<file path="config.mk">
export PLATFORM = sky130hd
export DESIGN_NAME = pcorr_ctrl
export DESIGN_NICKNAME = d
export VERILOG_FILES = /design/src/design/pcorr_pkg.sv /design/src/design/pcorr_ctrl.sv
export SDC_FILE = /design/constraint.sdc
export NUM_CORES = 1
export LEC_CHECK = 0
export ABC_AREA = 1
export BUFFER_PORTS_ARGS = -buffer_cell sky130_fd_sc_hd__buf_2
export CAP_MARGIN = 10
export CELL_PAD_IN_SITES_DETAIL_PLACEMENT = 1
export CELL_PAD_IN_SITES_GLOBAL_PLACEMENT = 1
export CORE_ASPECT_RATIO = 1.1
export CORE_MARGIN = 8
export CORE_UTILIZATION = 37
export CTS_CLUSTER_DIAMETER = 120
export DETAILED_ROUTE_END_ITERATION = 10
export PLACE_DENSITY = 0.77
export SYNTH_ARGS = -nofsm -noshare
export SYNTH_HDL_FRONTEND = slang
export SYNTH_SLANG_ARGS = --single-unit
export TNS_END_PERCENT = 100
</file>
<file path="constraint.sdc">
create_clock -name clk_i -period 1.7 [get_ports clk_i]
set_clock_uncertainty 0.05 [all_clocks]
set_input_delay 0.085 -clock clk_i [delete_from_list [all_inputs] [get_ports clk_i]]
set_output_delay 0.085 -clock clk_i [all_outputs]
set_load 0.02 [all_outputs]
</file>
<file path="src/design/pcorr_pkg.sv">
package pcorr_pkg;

  localparam int unsigned SAMPLE_BITS_DEF = 16;
  localparam int unsigned MAX_COUNT_DEF   = 4096;
  localparam int unsigned CORR_W          = 16;
  localparam int unsigned STATUS_W        = 2;
  localparam int unsigned PAIR_W          = 13;
  localparam int unsigned FRAC_BITS       = 15;
  localparam int unsigned QUO_W           = FRAC_BITS + 2;

  typedef enum logic [STATUS_W-1:0] {
    ST_OK       = 2'd0,
    ST_ZERO_VAR = 2'd1,
    ST_OVERFLOW = 2'd2
  } pcorr_status_e;

  // Multiply schedule for the final reduction.
  typedef enum logic [2:0] {
    OP_N_SXY = 3'd0,
    OP_SX_SY = 3'd1,
    OP_N_SXX = 3'd2,
    OP_SX_SX = 3'd3,
    OP_N_SYY = 3'd4,
    OP_SY_SY = 3'd5,
    OP_DX_DY = 3'd6
  } pcorr_op_e;

  typedef struct packed {
    logic          acc_en;
    logic          mul_load;
    logic          mul_run;
    logic          mul_wb;
    pcorr_op_e     op;
    logic          sq_load;
    logic          sq_run;
    logic          dv_load;
    logic          dv_run;
    logic          out_load;
    pcorr_status_e out_status;
  } pcorr_cmd_t;

  typedef struct packed {
    logic ovf;
    logic var_zero;
    logic step_last;
  } pcorr_sts_t;

endpackage

</file>
<file path="src/design/pcorr_ctrl.sv">
module pcorr_ctrl (
  input  logic                   clk_i,
  input  logic                   rst_ni,
  input  logic                   in_valid_i,
  input  logic                   in_last_i,
  output logic                   in_ready_o,
  input  logic                   out_ready_i,
  output logic                   out_valid_o,
  input  pcorr_pkg::pcorr_sts_t  sts_i,
  output pcorr_pkg::pcorr_cmd_t  cmd_o
);
  import pcorr_pkg::*;

  typedef enum logic [10:0] {
    S_ACC    = 11'b000_0000_0001,
    S_CHK    = 11'b000_0000_0010,
    S_MLOAD  = 11'b000_0000_0100,
    S_MRUN   = 11'b000_0000_1000,
    S_MWB    = 11'b000_0001_0000,
    S_VCHK   = 11'b000_0010_0000,
    S_SQLOAD = 11'b000_0100_0000,
    S_SQRUN  = 11'b000_1000_0000,
    S_DVLOAD = 11'b001_0000_0000,
    S_DVRUN  = 11'b010_0000_0000,
    S_OUT    = 11'b100_0000_0000
  } state_e;

  state_e        state_q, state_d;
  pcorr_op_e     op_q, op_d;
  pcorr_status_e stat_q, stat_d;
  logic          out_valid_q, out_valid_d;
  logic          accept;

  assign in_ready_o  = (state_q == S_ACC);
  assign accept      = in_valid_i && in_ready_o;
  assign out_valid_o = out_valid_q;

  always_comb begin
    state_d     = state_q;
    op_d        = op_q;
    stat_d      = stat_q;
    cmd_o       = '0;
    cmd_o.op    = op_q;
    cmd_o.out_status = stat_q;
    out_valid_d = out_valid_q && !out_ready_i;
    unique case (state_q)
      S_ACC: begin
        cmd_o.acc_en = accept;
        if (accept && in_last_i) state_d = S_CHK;
      end
      S_CHK: begin
        op_d = OP_N_SXY;
        if (sts_i.ovf) begin
          stat_d  = ST_OVERFLOW;
          state_d = S_OUT;
        end else begin
          state_d = S_MLOAD;
        end
      end
      S_MLOAD: begin
        cmd_o.mul_load = 1'b1;
        state_d = S_MRUN;
      end
      S_MRUN: begin
        cmd_o.mul_run = 1'b1;
        if (sts_i.step_last) state_d = S_MWB;
      end
      S_MWB: begin
        cmd_o.mul_wb = 1'b1;
        unique case (op_q)
          OP_N_SXY: begin op_d = OP_SX_SY; state_d = S_MLOAD; end
          OP_SX_SY: begin op_d = OP_N_SXX; state_d = S_MLOAD; end
          OP_N_SXX: begin op_d = OP_SX_SX; state_d = S_MLOAD; end
          OP_SX_SX: begin op_d = OP_N_SYY; state_d = S_MLOAD; end
          OP_N_SYY: begin op_d = OP_SY_SY; state_d = S_MLOAD; end
          OP_SY_SY: state_d = S_VCHK;
          default:  state_d = S_SQLOAD;
        endcase
      end
      S_VCHK: begin
        if (sts_i.var_zero) begin
          stat_d  = ST_ZERO_VAR;
          state_d = S_OUT;
        end else begin
          op_d    = OP_DX_DY;
          state_d = S_MLOAD;
        end
      end
      S_SQLOAD: begin
        cmd_o.sq_load = 1'b1;
        state_d = S_SQRUN;
      end
      S_SQRUN: begin
        cmd_o.sq_run = 1'b1;
        if (sts_i.step_last) state_d = S_DVLOAD;
      end
      S_DVLOAD: begin
        cmd_o.dv_load = 1'b1;
        state_d = S_DVRUN;
      end
      S_DVRUN: begin
        cmd_o.dv_run = 1'b1;
        if (sts_i.step_last) begin
          stat_d  = ST_OK;
          state_d = S_OUT;
        end
      end
      S_OUT: begin
        if (!out_valid_q || out_ready_i) begin
          cmd_o.out_load = 1'b1;
          out_valid_d    = 1'b1;
          state_d        = S_ACC;
        end
      end
      default: state_d = S_ACC;
    endcase
  end

  always_ff @(posedge clk_i or negedge rst_ni) begin
    if (!rst_ni) begin
      state_q     <= S_ACC;
      op_q        <= OP_N_SXY;
      stat_q      <= ST_OK;
      out_valid_q <= 1'b0;
    end else begin
      state_q     <= state_d;
      op_q        <= op_d;
      stat_q      <= stat_d;
      out_valid_q <= out_valid_d;
    end
  end

endmodule

</file>
==> metrics.sh, run 1 <==
RUN_STATUS='finished clean'
PWR_DENSITY_CELL_mW_PER_MM2=1110
YS_SEQ_AREA_SHARE_PCT=36.4
SYNTH.CELLS.MOST_FREQUENT='nand2_1 (45), inv_1 (30), nor2_1 (25)'
SYNTH_AREA_PER_CELL_SQ_UM=6.71
SHARE_OF_THE_SYNTHESIZED_AREA_IN_THE_TOP_CELL_TYPE_PCT=34.1
CRIT_PATH_CELL_TRACE='nor2_2 > nand2_4 > nor2_4 > nand2_1 > inv_1 > buf_2'
TOTALWIRELENGTH_UM=3460
STARTING_DENSITY_OF_THE_CORE_PCT=38.5
SYNTH.MOST_COMMON_CELL='nand2_1'
DETAILED_PLACE_HPWL_UM=2790
CP_SLOWEST_CELL='dfrtp_1'
SYNTH_ENABLE_FLOP_CELLS=0
FIRST_GLOBAL_VIAS=1270
CRITICAL-PATH-MAX-STAGE-DELAY_PS=410
FINAL_CORE_UTILIZATION_PCT=47.9
WORST_EP_REQUIRED_TIME_PS=1560
PORT_BUFFERS=23
SLEW_HEADROOM_PCT=73.7
DIE_WIDTH_UM=69.7
POST-ROUTE-DRC-COUNT=0
SYN_AREA_SQ_MM=0.00117
DETAIL-ROUTE-ANTENNA-NETS=0
CORE.ROWCOUNT=21
MAPPEDNETLISTNETS=183
DOMINANTREGCELLSYNTH='dfrtp_1'
CRITPATHARRIVALTIME_PS=1500
ANTENNA_FOUND_INITIAL=0
VIAS_PER_CELL=4.85
GRT_UTIL_ALL_LAYERS_PCT=13.6
SYNTHTOPCELLSBYAREA='dfrtp_1 (34%), nand2_1 (14%), inv_1 (9.6%)'
WORST_SETUP_PATH_END_KIND='output port'
YOSYS_WARNINGS=0
DIODES_INSERTED=0
TOTALPOWERFINAL_mW=1.62
CTS.SINK_COUNT=17
TIMING.FINAL.CRIT_PERIOD_PS=1640
PLACED_CELLS=232
DETAIL_ROUTED_NET_LENGTH_PER_STANDARD_CELL_UM=14.3
YS_FF_LATCH=17
REPORT.FINAL.SLEW_VIOL_COUNT=0
FMAX_MHz=611
FINALHOLDWORSTSLACK_PS=9.28
GRT_START_MAX_NET_PINS=18
CLOCK_LATENCY_PS=300
POST-ROUTE-PERIOD-UTIL_PCT=96.2
TRITONCTS='built'
FINAL_LAYOUT_SIZE_SUFFIX_GT1_SHARE_PCT=34.1
PLACE_CONGESTION=0.883
GLOBALROUTE.TOTALOVERFLOW=0
SETUP_TOTAL_NEGATIVE_SLACK_PS=0
FIRSTDRTPASSITERS=4
SYNTH_TOP_AREA_CELL='dfrtp_1'
CRIT_PATH_MAX_FANOUT=6
TIGHTEST_SLEW_PS=394
HOLD_VIOLATIONS=0
GRT_PASS1_WL_UM=5820
TOTAL_LEAKAGE_POWER_nW=0.914
P_R_AREA_GROWTH_VS_SYN_PCT=24.5
CLOCK_TREE.HTREE_LEVEL_COUNT=1
RSZ_0062_RAISED_AFTER_GLOBAL_ROUTING='yes'
VIAS=1173
MIN-DELAY-PATH-CLASS='input pin to flip-flop'
TIMING_WORST_SETUP_PATH_TYPE='flip-flop to output port'
IOS=24
POWER.IR.VDD_WORST_mV=0.540
DIE_AREA_SQ_MM=0.00523
NUM-NETS-FINAL=217
TIMING.CRITICAL_PATH.FROM_TYPE='flip-flop'
CTS_ROOT_BUF='clkbuf_4'
CAP_VIOL_MAX_COUNT=0
TIMING.FINAL.SETUP_VIOLATIONS=0
NETLIST-CELL-TYPE-COUNT=21
TRITONCTS.NUM_BUFFERS=3
HEIGHT_OF_THE_CHIP_UM=75.1
STDCELL_COUNT=242
CLOCK_TREE.BUFFER_DEPTH=2
CTS.REPORTEDPATHS.CLKPINSLEW_PS=100
POSTSYNTHCELLCOUNT=175
DRT-INITIAL-DRC-COUNT=31
POST_SYNTH_ARST_SHARE_PCT=100
CORE_AREA_SQ_MM=0.00305
## routing by layer
layer / GRT usage, % / part of all wire [%] / routed length, um
met5: 0 / 0 / 0
met4: 6.47 / 1.6 / 55
met3: 2.50 / 3.7 / 128
met2: 24.1 / 49 / 1700
met1: 15.7 / 46 / 1580
## through the flow
step	setup slack [ps]	cell area [sq um]
floorplan	280	1170
global placement	174	1330
detailed placement	118	1330
CTS	7.60	1400
global route	-25.7	1460
finish	64.2	1460
## where the power goes
part / leakage [nW] / internal, mW / switching [mW]
Clock: 0.0150 / 0.0917 / 0.141
Combinational: 0.673 / 0.293 / 0.567
Sequential: 0.226 / 0.471 / 0.0519
## kinds of logic after synthesis
family / Yosys count / synth area share, %
DFF: 17 / 36.4
buffers and inverters: 33 / 10.6
and+or+nand+nor: 115 / 47.9
AOI/OAI and AO/OA: 10 / 5.22
## sequential cells by signal (all words and copies together), names as in the netlist
register     cells
stat_q           2
op_q             3
out_valid_o      1
state_q         11
## path summary, 6_finish.rpt
path / slack, ps / depth (start not counted) / start / end
min reg2reg: 440 / 2 / stat_q[0] / stat_q[0]
min in group asynchronous: 170 / 2 / rst_ni / state_q[6]
max in group asynchronous: 1110 / 2 / rst_ni / state_q[0]
max reg2reg: 150 / 8 / state_q[6] / op_q[2]
min: 9 / 3 / sts_i[1] / stat_q[0]
max: 60 / 6 / state_q[5] / cmd_o[4]
## worst max-delay path, delay by kind of cell, from the launching register on
| kind | cells | cell delay, ps |
|---|---|---|
| buffers and inverters | 2 | 230 |
| and+or+nand+nor | 4 | 560 |
| DFF | 1 | 410 |
## layout make-up
| class | instances | area (sq um) |
|---|---|---|
| fillers | 421 | 1590 |
| multi-input cells | 125 | 673 |
| flip-flops and latches | 17 | 428 |
| repair buffers | 29 | 168 |
| inverters | 33 | 124 |
| well taps | 34 | 42.5 |
| clock buffers | 4 | 26.3 |
## cell usage in the layout (no fill, tap or decap)
cell type	n
clkbuf_1	1
nor3_2	1
nor2_1	19
nor2_4	7
inv_1	29
o21ai_0	4
dfrtp_1	15
dfstp_2	1
o211ai_2	1
nand3_1	12
a21oi_1	2
nor3_1	2
buf_4	5
nor4_1	1
nand2_2	12
nor2_2	8
dfrtp_2	1
inv_2	4
nand2_4	3
nand2_1	43
buf_2	22
a2bb2oi_1	1
dlygate4sd3_1	2
o21ai_1	2
nand3_2	3
nand4_1	4
clkbuf_4	3
## timing repair
item / in CTS / in global routing
cloned: 0 / 0
endpoints found under the hold margin: 18 / 0
pin swaps: 2 / 4
buffers inserted: 0 / 4
resized for setup: 4 / 13
endpoints found under the setup margin: 4 / 15
hold buffers: 2 / 0
Note: power is estimated with default switching activity, not from simulation.
==> run 2, diff against run 1 <==
- CORE_ASPECT_RATIO: 1.1 -> 2
==> metrics.sh, run 2 (same netlist as run 1, synthesis figures left out) <==
POST-ROUTE-DRC-COUNT=0  # unchanged
MULTI_INPUT_AREA_SQ_UM=673  # unchanged
LEADING_CELL_TYPES_IN_THE_LAYOUT_FILL_AND_TAPS_EXCLUDED='nand2_1 (41), inv_1 (29), buf_2 (22)'
WORST_SETUP_PATH_END_KIND='output port'
RUN_STATUS='finished clean'
DETAIL-ROUTE-ANTENNA-NETS=0  # unchanged
VIAS_PER_CELL=5.09  # +5.1%
CRITPATHARRIVALTIME_PS=1510  # about the same
PORT_BUFFERS=23  # unchanged
CLOCK_LATENCY_PS=260  # -40 ps
TOTALPOWERFINAL_mW=1.75  # +8.2%
FINAL_CORE_UTILIZATION_PCT=48.0  # about the same
DETAILED_PLACE.AREA_SQ_MM=0.00133  # -0.28%
CRIT_PATH_MAX_FANOUT=6  # unchanged
CLOCK_TREE.BUFFER_DEPTH=2  # unchanged
FINAL.FILL_COUNT=408  # -3.1%
SLEW_HEADROOM_PCT=72.0  # -1.7 points
GRT_PASS1_WL_UM=6420  # +10%
REGISTERS.TOP_BY_FF_COUNT='state_q'
TOTALWIRELENGTH_UM=3710  # +7.3%
TIMING.FINAL.CRIT_PERIOD_PS=1640  # +4.85 ps
NUM-NETS-FINAL=217  # unchanged
CTS.SINK_COUNT=17  # unchanged
TIMING.FINAL.SETUP_VIOLATIONS=0  # unchanged
PWR_DENSITY_CELL_mW_PER_MM2=1180  # +6.9%
DIODES_INSERTED=0  # unchanged
TIGHTEST_SLEW_PS=420  # +26.0 ps
WORST_EP_REQUIRED_TIME_PS=1560  # about the same
POST-ROUTE-PERIOD-UTIL_PCT=96.5  # +0.29 points
GRT_START_MAX_NET_PINS=18  # unchanged
TRITONCTS='built'
LARGEST_REG_FLOPS=11  # unchanged
FMAX_MHz=610  # -0.30%
HOLD_VIOLATIONS=0  # unchanged
CORE.ROWCOUNT=29  # +38%
P_R_AREA_GROWTH_VS_SYN_PCT=26.0
GLOBALROUTE.TOTALOVERFLOW=0  # unchanged
CAP_VIOL_MAX_COUNT=0  # unchanged
DRT-INITIAL-DRC-COUNT=15  # -52%
DETAIL_ROUTED_NET_LENGTH_PER_STANDARD_CELL_UM=15.5  # +8.7%
LAYOUT_COMMONEST_CELL='nand2_1'
CLOCK_TREE.HTREE_LEVEL_COUNT=1  # unchanged
IOS=24  # unchanged
STDCELL_COUNT=239  # -1.2%
HEIGHT_OF_THE_CHIP_UM=95.7  # +27%
POWER.IR.VDD_WORST_mV=0.721  # +33%
DIE_WIDTH_UM=55.8  # -20%
FIRST_GLOBAL_VIAS=1360  # +7.1%
CTS_ROOT_BUF='clkbuf_8'
VIAS=1217  # +3.8%
FINAL_AREA_SQ_MM=0.00148  # +1.2%
CTS.REPORTEDPATHS.CLKPINSLEW_PS=70  # -30 ps
STARTING_DENSITY_OF_THE_CORE_PCT=38.1  # -0.45 points
PLACE_CONGESTION=0.789  # -11%
MIN-DELAY-PATH-CLASS='input pin to flip-flop'
FF_LATCH_AREA_SQ_UM=427  # -0.29%
GRT_UTIL_ALL_LAYERS_PCT=14.8  # +1.2 points
PLACED_CELLS=229  # -1.3%
BIGGESTREGSBYFLOPS='state_q (11), op_q (3), stat_q (2)'
DIE_AREA_SQ_MM=0.00534  # +2.1%
DETAILED_PLACE_HPWL_UM=2850  # +2.3%
TIMING_WORST_SETUP_PATH_TYPE='flip-flop to output port'
TRITONCTS.NUM_BUFFERS=3  # unchanged
RSZ_0062_RAISED_AFTER_GLOBAL_ROUTING='yes'
ANTENNA_FOUND_INITIAL=0  # unchanged
TIMING.CRITICAL_PATH.FROM_TYPE='flip-flop'
REPORT.FINAL.SLEW_VIOL_COUNT=0  # unchanged
TOTAL_LEAKAGE_POWER_nW=0.920  # +0.70%
CORE_AREA_SQ_MM=0.00308  # +1.2%
FIRSTDRTPASSITERS=4  # unchanged
FINAL_LAYOUT_SIZE_SUFFIX_GT1_SHARE_PCT=35.1  # +0.96 points
## run 2: cell counts in the layout (fill, tap and decap cells not counted)
Identical to the previous run, type by type.
## run 2: final timing paths
path	startpoint	end	slack [ps]	cells after the start
min in group asynchronous	rst_ni	out_valid_o	250	2
max reg2reg	state_q[0]	state_q[0]	70	10
max	state_q[6]	cmd_o[3]	60	6
min reg2reg	stat_q[0]	stat_q[0]	440	2
min	sts_i[1]	stat_q[0]	80	3
max in group asynchronous	rst_ni	state_q[0]	1020	2
## run 2: cell type report
type	count	area share [%]
tap	31	2.62
timing repair buffer	29	11.6
clock buffer	4	3.05
multi-input combinational	125	45.5
inverter	33	8.38
sequential	17	28.8
## run 2: metal layers
| metal | share of wire, % | vias up | GRT usage [%] |
|---|---|---|---|
| met3 | 3.6 | 9 | 2.93 |
| met2 | 52 | 25 | 27.5 |
| met5 | 0 | - | 0 |
| met1 | 41 | 577 | 15.7 |
| li1 | - | 606 | - |
| met4 | 3.3 | 0 | 6.05 |
## run 2: where the power goes
| part | leakage, nW | switching, mW | internal (mW) | total (mW) |
|---|---|---|---|---|
| Sequential | 0.228 | 0.0450 | 0.470 | 0.515 |
| Combinational | 0.670 | 0.608 | 0.299 | 0.907 |
| Clock | 0.0228 | 0.158 | 0.167 | 0.326 |
| Total | 0.920 | 0.812 | 0.937 | 1.75 |
## run 2: worst max-delay path: stages (launching register included)
cell	delay (ps)
dfrtp_1	430
nor2_4	170
nand2_4	100
nor2_4	200
nand2_2	120
inv_1	60
buf_2	150
## run 2: stage by stage
step	setup WS (ps)	setup TNS, ps	hold WS, ps
floorplan	280	0	-261
global placement	83.3	0	-13.8
detailed placement	91.0	0	-8.82
CTS	0.559	0	80.2
global route	-54.5	-109	84.9
finish	59.4	0	81.1
## run 2: timing repair
item | 4_1_cts | 5_1_grt
pin swaps | 1 | 7
gates cloned | 0 | 0
resized for setup | 2 | 16
endpoints found under the setup margin | 3 | 17
hold buffers | 2 | 0
buffers inserted | 1 | 3
hold endpoints to repair | 17 | 0
